File: config.mk
export PLATFORM = sky130hd
export DESIGN_NAME = yuv420_to_yuv444_planar_flat
export DESIGN_NICKNAME = d
export VERILOG_FILES = /design/src/hw/rtl/y2y_pkg.sv /design/src/hw/rtl/y2y_if.sv /design/src/hw/rtl/y2y_queue.sv /design/src/hw/rtl/y2y_front.sv /design/src/hw/rtl/y2y_back.sv /design/src/hw/rtl/yuv420_to_yuv444_planar.sv /design/src/flat_wrapper.sv
export VERILOG_INCLUDE_DIRS = /design/src /design/src/hw/rtl
export SDC_FILE = /design/constraint.sdc
export NUM_CORES = 1
export LEC_CHECK = 0
export BUFFER_PORTS_ARGS = -buffer_cell sky130_fd_sc_hd__buf_2
export CAP_MARGIN = 25
export CORE_ASPECT_RATIO = 0.7
export CORE_MARGIN = 10
export CORE_UTILIZATION = 47
export CTS_CLUSTER_SIZE = 12
export DETAILED_ROUTE_END_ITERATION = 12
export PLACE_DENSITY = 0.65
export SYNTH_ARGS = -nofsm -noshare
export SYNTH_HDL_FRONTEND = slang
export SYNTH_SLANG_ARGS = --single-unit
File: constraint.sdc
create_clock -name clk -period 8.5 [get_ports clk]
set_input_delay 1.7 -clock clk [delete_from_list [all_inputs] [get_ports clk]]
set_output_delay 1.7 -clock clk [all_outputs]
set_load 0.02 [all_outputs]
File: src/hw/rtl/yuv420_to_yuv444_planar_assert.svh
// Assertion macros for the 4:2:0 to 4:4:4 converter.
// Define ASSERT_OFF to compile the checks out; no other dependencies.
`ifndef YUV420_TO_YUV444_PLANAR_ASSERT_SVH
`define YUV420_TO_YUV444_PLANAR_ASSERT_SVH
`ifndef ASSERT_OFF
// same-cycle implication
`define Y2Y_ASSERT_IMP(label, clk, rst, ante, cons, msg) \
  label: assert property (@(posedge clk) disable iff (rst) (ante) |-> (cons)) \
    else $error(msg);
// next-cycle implication
`define Y2Y_ASSERT_NXT(label, clk, rst, ante, cons, msg) \
  label: assert property (@(posedge clk) disable iff (rst) (ante) |=> (cons)) \
    else $error(msg);
`else
`define Y2Y_ASSERT_IMP(label, clk, rst, ante, cons, msg)
`define Y2Y_ASSERT_NXT(label, clk, rst, ante, cons, msg)
`endif
`endif

File: src/hw/rtl/y2y_pkg.sv
// Shared types and constants of the 4:2:0 to 4:4:4 converter.
// No dependencies.
package y2y_pkg;

  localparam int BYTE_W          = 8;
  localparam int WIDTH_W         = 6;
  localparam int HEIGHT_W        = 12;
  localparam int COL_W           = 5;
  localparam int CFG_IDX_W       = 4;
  localparam int CFG_DATA_W      = 12;
  localparam int MAX_WIDTH_DEF   = 62;
  localparam int QUEUE_DEPTH_DEF = 2;

  localparam logic [WIDTH_W-1:0]  WIDTH_RESET  = 6'd6;
  localparam logic [HEIGHT_W-1:0] HEIGHT_RESET = 12'd4;

  localparam logic [CFG_IDX_W-1:0] REG_FRAME_WIDTH  = 4'd0;
  localparam logic [CFG_IDX_W-1:0] REG_FRAME_HEIGHT = 4'd1;

  localparam logic [1:0] PLANE_Y = 2'd0;
  localparam logic [1:0] PLANE_U = 2'd1;
  localparam logic [1:0] PLANE_V = 2'd2;

  localparam logic [1:0] KIND_LUMA    = 2'd0;
  localparam logic [1:0] KIND_CHROMA  = 2'd1;
  localparam logic [1:0] KIND_ROW_END = 2'd2;

  typedef struct packed {
    logic [BYTE_W-1:0]  data;
    logic [1:0]         kind;
    logic [COL_W-1:0]   col;
    logic [WIDTH_W-1:0] width;
    logic               frame_done;
  } item_t;

endpackage

File: src/hw/rtl/y2y_if.sv
// Channel interfaces: 4:2:0 input bytes, 4:4:4 output bytes, register writes.
// Depends on y2y_pkg.
interface y2y_in_if;
  logic                      valid;
  logic                      ready;
  logic [y2y_pkg::BYTE_W-1:0] in_byte;
  modport source (output valid, output in_byte, input ready);
  modport sink (input valid, input in_byte, output ready);
endinterface

interface y2y_out_if;
  logic                      valid;
  logic                      ready;
  logic [y2y_pkg::BYTE_W-1:0] out_byte;
  logic                      last;
  logic                      frame_end;
  modport source (output valid, output out_byte, output last, output frame_end, input ready);
  modport sink (input valid, input out_byte, input last, input frame_end, output ready);
endinterface

interface y2y_cfg_if;
  logic                          valid;
  logic                          ready;
  logic [y2y_pkg::CFG_IDX_W-1:0]  index;
  logic [y2y_pkg::CFG_DATA_W-1:0] data;
  modport source (output valid, output index, output data, input ready);
  modport sink (input valid, input index, input data, output ready);
endinterface

File: src/hw/rtl/y2y_queue.sv
// Short FIFO of classified items between front and back end.
// Depends on y2y_pkg.
module y2y_queue #(
  parameter int DEPTH = y2y_pkg::QUEUE_DEPTH_DEF
) (
  input  logic           clk,
  input  logic           rst,
  input  logic           push_valid,
  output logic           push_ready,
  input  y2y_pkg::item_t push_item,
  output logic           pop_valid,
  input  logic           pop,
  output y2y_pkg::item_t pop_item
);
  import y2y_pkg::*;

  localparam int PTR_W = (DEPTH > 1) ? $clog2(DEPTH) : 1;
  localparam int CNT_W = $clog2(DEPTH + 1);
  localparam logic [PTR_W-1:0] LAST_PTR = PTR_W'(DEPTH - 1);
  localparam logic [CNT_W-1:0] FULL_CNT = CNT_W'(DEPTH);

  item_t             mem [DEPTH];
  logic [PTR_W-1:0]  wr_ptr;
  logic [PTR_W-1:0]  rd_ptr;
  logic [CNT_W-1:0]  count;
  logic              do_push;
  logic              do_pop;

  assign push_ready = (count != FULL_CNT);
  assign pop_valid  = (count != '0);
  assign pop_item   = mem[rd_ptr];
  assign do_push    = push_valid && push_ready;
  assign do_pop     = pop && pop_valid;

  always_ff @(posedge clk) begin
    if (do_push) begin
      mem[wr_ptr] <= push_item;
    end
  end

  always_ff @(posedge clk) begin
    if (rst) begin
      wr_ptr <= '0;
      rd_ptr <= '0;
      count  <= '0;
    end else begin
      if (do_push) begin
        wr_ptr <= (wr_ptr == LAST_PTR) ? '0 : wr_ptr + 1'b1;
      end
      if (do_pop) begin
        rd_ptr <= (rd_ptr == LAST_PTR) ? '0 : rd_ptr + 1'b1;
      end
      if (do_push && !do_pop) begin
        count <= count + 1'b1;
      end else if (do_pop && !do_push) begin
        count <= count - 1'b1;
      end
    end
  end

endmodule

File: src/hw/rtl/y2y_front.sv
// Front end: config registers, plane/row/column tracking, item classification.
// Depends on y2y_pkg and y2y_if.
module y2y_front #(
  parameter int MAX_WIDTH = y2y_pkg::MAX_WIDTH_DEF
) (
  input  logic           clk,
  input  logic           rst,
  y2y_in_if.sink         stream420,
  y2y_cfg_if.sink        cfg,
  output logic           item_valid,
  input  logic           item_ready,
  output y2y_pkg::item_t item
);
  import y2y_pkg::*;

  localparam logic [WIDTH_W-1:0] WMAX = WIDTH_W'(MAX_WIDTH) & ~WIDTH_W'(1);

  logic [WIDTH_W-1:0]  frame_width;
  logic [HEIGHT_W-1:0] frame_height;
  logic [1:0]          plane_sel, plane_sel_next;
  logic [HEIGHT_W-1:0] row_count, row_count_next;
  logic [WIDTH_W-1:0]  col_count, col_count_next;

  logic [WIDTH_W-1:0]  w_raw, w_eff, half, c;
  logic [HEIGHT_W-1:0] h_raw, h_eff, rows, r;
  logic                is_v, row_end, acc;

  assign cfg.ready       = 1'b1;
  assign stream420.ready = item_ready;
  assign item_valid      = stream420.valid;
  assign acc             = stream420.valid && item_ready;

  always_ff @(posedge clk) begin
    if (rst) begin
      frame_width  <= WIDTH_RESET;
      frame_height <= HEIGHT_RESET;
    end else if (cfg.valid) begin
      case (cfg.index)
        REG_FRAME_WIDTH:  frame_width  <= cfg.data[WIDTH_W-1:0];
        REG_FRAME_HEIGHT: frame_height <= cfg.data;
        default: ;
      endcase
    end
  end

  // effective geometry: rounded down to even, clamped to the legal range
  always_comb begin
    w_raw = frame_width & ~WIDTH_W'(1);
    if (w_raw > WMAX) begin
      w_eff = WMAX;
    end else if (w_raw < WIDTH_W'(2)) begin
      w_eff = WIDTH_W'(2);
    end else begin
      w_eff = w_raw;
    end
    h_raw = frame_height & ~HEIGHT_W'(1);
    h_eff = (h_raw < HEIGHT_W'(2)) ? HEIGHT_W'(2) : h_raw;
    half  = w_eff >> 1;
    rows  = h_eff >> 1;
  end

  always_comb begin
    plane_sel_next = plane_sel;
    row_count_next = row_count;
    col_count_next = col_count;
    is_v           = (plane_sel != PLANE_U);
    c              = col_count;
    r              = row_count;
    row_end        = 1'b0;
    if (plane_sel == PLANE_Y) begin
      c = (col_count >= w_eff) ? w_eff - 1'b1 : col_count;
      r = (row_count >= h_eff) ? h_eff - 1'b1 : row_count;
      if (c + 1'b1 >= w_eff) begin
        col_count_next = '0;
        if (r + 1'b1 >= h_eff) begin
          row_count_next = '0;
          plane_sel_next = PLANE_U;
        end else begin
          row_count_next = r + 1'b1;
        end
      end else begin
        col_count_next = c + 1'b1;
        row_count_next = r;
      end
    end else begin
      c       = (col_count >= half) ? half - 1'b1 : col_count;
      r       = (row_count >= rows) ? rows - 1'b1 : row_count;
      row_end = (c == half - 1'b1);
      if (row_end) begin
        col_count_next = '0;
        if (r + 1'b1 >= rows) begin
          row_count_next = '0;
          plane_sel_next = is_v ? PLANE_Y : PLANE_V;
        end else begin
          row_count_next = r + 1'b1;
        end
      end else begin
        col_count_next = c + 1'b1;
        row_count_next = r;
      end
    end
  end

  always_comb begin
    item.data       = stream420.in_byte;
    item.col        = c[COL_W-1:0];
    item.width      = w_eff;
    item.frame_done = (plane_sel != PLANE_Y) && is_v && (r == rows - 1'b1);
    if (plane_sel == PLANE_Y) begin
      item.kind = KIND_LUMA;
    end else if (row_end) begin
      item.kind = KIND_ROW_END;
    end else begin
      item.kind = KIND_CHROMA;
    end
  end

  always_ff @(posedge clk) begin
    if (rst) begin
      plane_sel <= PLANE_Y;
      row_count <= '0;
      col_count <= '0;
    end else if (acc) begin
      plane_sel <= plane_sel_next;
      row_count <= row_count_next;
      col_count <= col_count_next;
    end
  end

endmodule

File: src/hw/rtl/y2y_back.sv
// Back end: chroma line buffer, doubling/replay sequencer, output register.
// Depends on y2y_pkg, y2y_if and the assertion macro header.
`include "yuv420_to_yuv444_planar_assert.svh"
module y2y_back #(
  parameter int MAX_WIDTH = y2y_pkg::MAX_WIDTH_DEF
) (
  input  logic           clk,
  input  logic           rst,
  input  logic           item_valid,
  output logic           item_pop,
  input  y2y_pkg::item_t item,
  y2y_out_if.source      stream444
);
  import y2y_pkg::*;

  localparam int LINE_DEPTH = MAX_WIDTH / 2;

  logic [BYTE_W-1:0]  line [LINE_DEPTH];
  item_t              cur;
  logic               busy;
  logic [WIDTH_W-1:0] step;
  logic [WIDTH_W-1:0] rep;
  logic               o_valid;
  logic [BYTE_W-1:0]  o_byte;
  logic               o_last;
  logic               o_fe;

  logic               adv, fin, load;
  logic [BYTE_W-1:0]  r_byte;
  logic               r_fe;
  logic [WIDTH_W-1:0] nrep;
  logic [BYTE_W-1:0]  rd_byte;

  assign stream444.valid     = o_valid;
  assign stream444.out_byte  = o_byte;
  assign stream444.last      = o_last;
  assign stream444.frame_end = o_fe;

  assign rep  = step - WIDTH_W'(2);
  // replay position of the following step
  assign nrep = step - WIDTH_W'(1);

  // result for the current step; steps 0,1 are the doubled byte, then the replay
  always_comb begin
    r_byte = cur.data;
    r_fe   = 1'b0;
    fin    = 1'b0;
    case (cur.kind)
      KIND_LUMA: begin
        fin = 1'b1;
      end
      KIND_CHROMA: begin
        fin = (step == WIDTH_W'(1));
      end
      KIND_ROW_END: begin
        if (step >= WIDTH_W'(2)) begin
          r_byte = rd_byte;
          fin    = (rep == cur.width - 1'b1);
          r_fe   = fin && cur.frame_done;
        end
      end
      default: begin
        fin = 1'b1;
      end
    endcase
  end

  assign adv      = busy && (!o_valid || stream444.ready);
  assign load     = item_valid && (!busy || (adv && fin));
  assign item_pop = load;

  always_ff @(posedge clk) begin
    if (load && item.kind != KIND_LUMA) begin
      line[item.col] <= item.data;
    end
    // fetch the line entry one step ahead of its use
    if (adv && !fin && step != '0) begin
      rd_byte <= line[nrep[WIDTH_W-1:1]];
    end
  end

  always_ff @(posedge clk) begin
    if (load) begin
      cur <= item;
    end
    if (adv) begin
      o_byte <= r_byte;
      o_last <= fin;
      o_fe   <= r_fe;
    end
  end

  always_ff @(posedge clk) begin
    if (rst) begin
      busy    <= 1'b0;
      step    <= '0;
      o_valid <= 1'b0;
    end else begin
      if (adv) begin
        o_valid <= 1'b1;
      end else if (stream444.ready) begin
        o_valid <= 1'b0;
      end
      if (load) begin
        busy <= 1'b1;
        step <= '0;
      end else if (adv && fin) begin
        busy <= 1'b0;
      end else if (adv) begin
        step <= step + 1'b1;
      end
    end
  end

  `Y2Y_ASSERT_NXT(a_load_starts, clk, rst, load, busy && step == '0, "no sequencer restart")
  `Y2Y_ASSERT_NXT(a_idle_after_fin, clk, rst, adv && fin && !item_valid, !busy, "sequencer stuck")
  `Y2Y_ASSERT_NXT(a_luma_single, clk, rst, adv && cur.kind == KIND_LUMA, o_valid && o_last, "luma")
  `Y2Y_ASSERT_IMP(a_fe_is_last, clk, rst, o_valid && o_fe, o_last, "frame end without last")

endmodule

File: src/hw/rtl/yuv420_to_yuv444_planar.sv
// 4:2:0 planar to 4:4:4 planar converter, nearest chroma. A luma request gives one
// result, a chroma request two, and a request that ends a chroma row two plus a
// replay of width results; the back end emits one result per cycle unless stalled
// by the output, so rate is set by the output register. An accepted request reaches
// its first result via the queue, sequencer and output register. Synchronous reset
// clears counters, queue, sequencer and output valid; the line buffer is not reset.
module yuv420_to_yuv444_planar #(
  parameter int MAX_WIDTH   = y2y_pkg::MAX_WIDTH_DEF,
  parameter int QUEUE_DEPTH = y2y_pkg::QUEUE_DEPTH_DEF
) (
  input logic        clk,
  input logic        rst,
  y2y_in_if.sink     stream420,
  y2y_out_if.source  stream444,
  y2y_cfg_if.sink    cfg
);
  import y2y_pkg::*;

  // front -> queue
  logic  push_valid;
  logic  push_ready;
  item_t push_item;
  // queue -> back
  logic  pop_valid;
  logic  pop;
  item_t pop_item;

  // Front end tracks plane, row and column and tags each request as luma,
  // chroma, or chroma row end; it stalls only when the queue is full.
  y2y_front #(
    .MAX_WIDTH (MAX_WIDTH)
  ) u_front (
    .clk        (clk),
    .rst        (rst),
    .stream420  (stream420),
    .cfg        (cfg),
    .item_valid (push_valid),
    .item_ready (push_ready),
    .item       (push_item)
  );

  // Decouples classification from the long row replays.
  y2y_queue #(
    .DEPTH (QUEUE_DEPTH)
  ) u_queue (
    .clk        (clk),
    .rst        (rst),
    .push_valid (push_valid),
    .push_ready (push_ready),
    .push_item  (push_item),
    .pop_valid  (pop_valid),
    .pop        (pop),
    .pop_item   (pop_item)
  );

  // Back end stores chroma into the line buffer, doubles each byte and
  // replays the doubled row after the row end; the frame end flag rides on
  // the last replayed byte of the V plane.
  y2y_back #(
    .MAX_WIDTH (MAX_WIDTH)
  ) u_back (
    .clk        (clk),
    .rst        (rst),
    .item_valid (pop_valid),
    .item_pop   (pop),
    .item       (pop_item),
    .stream444  (stream444)
  );

endmodule

File: src/flat_wrapper.sv
// flat-port wrapper written by rule: the top's interface ports become plain ports
module yuv420_to_yuv444_planar_flat import y2y_pkg::*;
#(
  parameter int MAX_WIDTH   = y2y_pkg::MAX_WIDTH_DEF,
  parameter int QUEUE_DEPTH = y2y_pkg::QUEUE_DEPTH_DEF
)
  (clk, rst, stream420_valid, stream420_in_byte, stream420_ready, stream444_valid, stream444_out_byte, stream444_last, stream444_frame_end, stream444_ready, cfg_valid, cfg_index, cfg_data, cfg_ready);
  y2y_in_if stream420_i ();
  y2y_out_if stream444_i ();
  y2y_cfg_if cfg_i ();
  input logic clk;
  input logic rst;
  input wire logic [$bits(stream420_i.valid)-1:0] stream420_valid;
  input wire logic [$bits(stream420_i.in_byte)-1:0] stream420_in_byte;
  output wire logic [$bits(stream420_i.ready)-1:0] stream420_ready;
  output wire logic [$bits(stream444_i.valid)-1:0] stream444_valid;
  output wire logic [$bits(stream444_i.out_byte)-1:0] stream444_out_byte;
  output wire logic [$bits(stream444_i.last)-1:0] stream444_last;
  output wire logic [$bits(stream444_i.frame_end)-1:0] stream444_frame_end;
  input wire logic [$bits(stream444_i.ready)-1:0] stream444_ready;
  input wire logic [$bits(cfg_i.valid)-1:0] cfg_valid;
  input wire logic [$bits(cfg_i.index)-1:0] cfg_index;
  input wire logic [$bits(cfg_i.data)-1:0] cfg_data;
  output wire logic [$bits(cfg_i.ready)-1:0] cfg_ready;
  assign stream420_i.valid = stream420_valid;
  assign stream420_i.in_byte = stream420_in_byte;
  assign stream420_ready = stream420_i.ready;
  assign stream444_valid = stream444_i.valid;
  assign stream444_out_byte = stream444_i.out_byte;
  assign stream444_last = stream444_i.last;
  assign stream444_frame_end = stream444_i.frame_end;
  assign stream444_i.ready = stream444_ready;
  assign cfg_i.valid = cfg_valid;
  assign cfg_i.index = cfg_index;
  assign cfg_i.data = cfg_data;
  assign cfg_ready = cfg_i.ready;
  yuv420_to_yuv444_planar #(.MAX_WIDTH(MAX_WIDTH), .QUEUE_DEPTH(QUEUE_DEPTH)) u_core (.clk(clk), .rst(rst), .stream420(stream420_i), .stream444(stream444_i), .cfg(cfg_i));
endmodule
==> run summary <==
The actual transition at the worst max-transition pin is 1080 ps, and the number of maximum-capacitance violations is 0. The critical path is of the flip-flop to flip-flop type. Once layout is complete, the cells apart from fillers number 1,907. The first global-routing pass estimated 68,400 um of wire. After synthesis the netlist holds a flip-flop and latch count of 373. The area growth from synthesis to layout is 11.2%.

The synthesized design contains 324 enable-type register cells. In this run the vertical extent of the chip is 185 um. For this run, the leading register cell type out of synthesis is sky130_fd_sc_hd__edfxtp_1. The slowest cell on the critical path was sky130_fd_sc_hd__o31ai_1. The final routed wire length divided by cell count came out at 23.5 um. The worst-case headroom to the max-slew limit is 27.4%. The tools report the clock tree root buffer cell as sky130_fd_sc_hd__clkbuf_16. 0 antenna diodes ended up in the layout. The type of origin of the critical path was a flip-flop.

VDD sags by at most 263 uV. The via total after detailed routing was 11,300; the top fanout value on the critical path was 10. For the number of instances in the synthesized netlist, the log shows 1,331. On the final layout, the worst clock skew is 25.1 ps. Setup violations remaining at the end of the flow were counted as 0. The critical path contains buffers and inverters numbering 2 combined. The multi-input combinational cells in the finished layout cover a total of 7150 um2. Most prevalent standard cell on the critical path: sky130_fd_sc_hd__ha_1. STA classifies the critical path endpoint as a flip-flop. The highest clock frequency the design can meet was 133 MHz; the via-per-instance ratio was 5.93. Among cell families on the critical path, the largest total delay comes from compound AO/OA/AOI/OAI gates. The number of instances in the placed design was 1,845. In this run the mean area of a mapped cell was 13.7 um2. Summed over all layers, the global routing overflow is 0. During synthesis, Yosys emitted a total of 0 warnings. Summed over all nets, the half-perimeter wirelength after detailed placement is 30,800 um. Number of global-route vias before repair: 11,200. Buffers inserted to repair hold after CTS numbered 0. By area, the combinational part of the netlist is dominated by multiplexers. For this run, the slowest stage of the critical path takes 620 ps. For the number of antenna violations at the first check in global routing, the log shows 1.

Fraction of the cycle the final worst path needs: 88.6%. Clock-pin slew was measured on the worst setup and hold paths at 60 ps. The x dimension of the die was 255 um; the area of the die was 47,200 um2.

With fillers left out, the area of the finished cells amounts to 20,300 um2. The initial core utilization is 47.6%, and the arithmetic-cell share of the synthesized area counting full adders, half adders and majority gates is 5.28%. Setup repair after global routing left no endpoint under its margin. Walking the worst path, the cells encountered are or3_1 -> nor2_1 -> a21oi_1 -> inv_2 -> ha_1 -> nor3b_1 -> nor2_1 -> o31ai_1 -> nand3_1 -> o21ai_0 -> ha_1 -> nand2_1 -> a211oi_1 -> nand2_1 -> xor2_1 -> mux2_2 -> ha_1 -> nand4_1 -> or3_1 -> a31oi_1 -> nor4_2 -> buf_4 -> a2111oi_0 -> a211oi_1. Hold timing on the final database bottoms out at a slack of 489 ps. The floorplan has 60 rows. The distinct cell type count after synthesis was 71; the I/O pin total was 42. The final layout contains routed wiring with a total length of 44,800 um. The final critical-path required period works out to 7530 ps. The share of synthesized cell area in and, or, nand and nor gates came out at 9.07%. The core region is 38,400 um2. In this run the tool buffered the top-level ports with 39 buffer cells.

For the synthesized netlist net count, the log shows 1,437. The multiplexer share of the synthesized area works out to 13.7%. Entering global routing, the biggest net connects 73 pins.

In the layout the commonest cells are 324 x sky130_fd_sc_hd__edfxtp_1, 128 x sky130_fd_sc_hd__nor2_1, 76 x sky130_fd_sc_hd__ha_1. The sequential-to-total area share from yosys stat is 58.7%, and the number of remaining DRC errors is 0. Counting every sink on the clock net gives 373. The xor/xnor cell area share of the yosys netlist was 3.58%; the cell area after placement was 19,000 um2. At the worst endpoint, the required time is 8870 ps.

In the final timing run, aggregate negative setup slack is 0 ps. The leading cell type in the layout, fill and taps excluded was sky130_fd_sc_hd__edfxtp_1. In the final layout, the share of cells above drive strength 1 is 17.7%. For the clock latency reported for the late side of the worst-skew pair, the log shows 540 ps. The flip-flop and latch area is 10,700 um2, and the share of the synthesized area in compound gates (AO/OA/AOI/OAI) is 7.15%.

The number of clock buffers added by TritonCTS is 40. The first detailed-routing pass took 5 iterations. The number of buffers inserted by post-CTS setup repair is 0, and the post-detailed-route count of antenna-violating nets is 0. The filler cells instantiated in the layout total 3,179.

The post-synthesis instance area was 18,200 um2; the final hold violation count was 0. For the initial DRC count, the log shows 1,236. Power spread over the standard cell area amounts to 324 nW/um2.

After the last flow step, the layout net total stands at 1,467. CTS built an H-tree with a depth of 2. The run gives 0 as the number of pins with negative max-slew slack in the final report. Data arrives at the worst endpoint at 7900 ps.

Routability-driven placement finished with a final weighted congestion of 0.960. The share of flip-flops with an asynchronous set or reset was 0%. The flow ran to the end, and the final reports show no timing, DRC or antenna violations. In this run the deepest clock path goes through 3 buffers. TritonCTS built the clock tree. The worst hold path belongs to the class flip-flop to flip-flop. The logs give 18.9% for the combined global-route utilization of all metal layers and 6.93 nW for the leakage power total. For the number of gates given a new drive strength after cts, the log shows 0.
-- synthesized netlist by cell type (18+ instances only) --
library cell               count  area (um2)
sky130_fd_sc_hd__mux2_2       37         417
sky130_fd_sc_hd__mux4_2       72        1620
sky130_fd_sc_hd__a211oi_1     28         210
sky130_fd_sc_hd__nand2_1      65         244
sky130_fd_sc_hd__ha_1         77         963
sky130_fd_sc_hd__dfxtp_1      49         981
sky130_fd_sc_hd__inv_1        45         169
sky130_fd_sc_hd__nand3_1      33         165
sky130_fd_sc_hd__mux2i_1      47         470
sky130_fd_sc_hd__xnor2_1      44         385
sky130_fd_sc_hd__o21ai_0      39         195
sky130_fd_sc_hd__nand4_1      18         113
sky130_fd_sc_hd__edfxtp_1    324        9730
sky130_fd_sc_hd__nor2_1      129         484
sky130_fd_sc_hd__clkbuf_1     51         191
sky130_fd_sc_hd__a21oi_1      50         250
sky130_fd_sc_hd__xor2_1       28         245
-- metrics by stage --
stage          utilization [%]  power, mW  setup WS, ps
2_1_floorplan                -       4.13          2570
3_3_place_gp              49.5       4.85          1380
3_5_place_dp              49.6       4.92          1270
4_1_cts                   52.8       6.58          1230
5_1_grt                   52.9       6.92           651
6_report                  52.9       6.58           972
-- power by group --
part           internal (mW)  switching (mW)  total [mW]
registers               2.37           0.145        2.51
clock network          0.961           0.691        1.65
logic                  0.890            1.52        2.41
-- cell type report --
cell class,instances,share of cell area [%]
sequential,373,52.8
clock inverter,9,0.444
multi-input combinational,843,35.2
tap,527,3.25
clock buffer,52,5.57
inverter,47,0.870
timing repair buffer,56,1.83
-- cell families (layout without fill, tap and decap cells) --
kind of cell / count (synthesis) / after routing
xor+xnor: 73 / 73
other cells: 1 / 1
simple gates: 344 / 344
compound gates: 192 / 192
buf+inv: 115 / 164
flops: 373 / 373
fa+ha+maj: 77 / 77
mux: 156 / 156
-- final timing paths --
check | startpoint | cells past startpoint | slack (ps) | end
worst max register to register | u_core.u_front.frame_height[1] | 24 | 970 | u_core.u_front.row_count[8]
worst min register to register | u_core.u_back.busy | 2 | 490 | u_core.u_back.stream444.valid
worst max-delay path | u_core.u_front.frame_height[1] | 24 | 970 | u_core.u_front.row_count[8]
worst min-delay path | u_core.u_back.busy | 2 | 490 | u_core.u_back.stream444.valid
-- worst register-to-register path: cells and delay by family, from the launching register on --
kind / cells / cell delay, ps
DFF: 1 / 510
xor gates and xnor gates: 1 / 170
muxes: 1 / 290
adders and majority gates: 3 / 1060
and+or+nand+nor: 10 / 1990
AOI/OAI and AO/OA: 7 / 2850
buffers and inverters: 2 / 490
-- sequential cells by signal, indices dropped and copies added, names as in the netlist, 6 cells and up, named ones only --
| register | cells |
|---|---|
| u_core.u_back.rd_byte | 8 |
| u_core.u_back.stream444.out_byte | 8 |
| u_core.u_back.line | 248 |
| u_core.u_front.frame_height | 11 |
| u_core.u_front.row_count | 12 |
| u_core.u_back.step | 6 |
| u_core.u_back.cur | 16 |
| u_core.u_front.col_count | 6 |
| u_core.u_queue.mem | 42 |
-- per-layer routing --
| layer | global-route usage (%) | part of all wire, % |
|---|---|---|
| met5 | 0 | 0 |
| met4 | 4.20 | 1.5 |
| met3 | 4.00 | 8.5 |
| met2 | 26.5 | 41 |
| met1 | 29.1 | 49 |
Power figures use the tool's default switching activity.
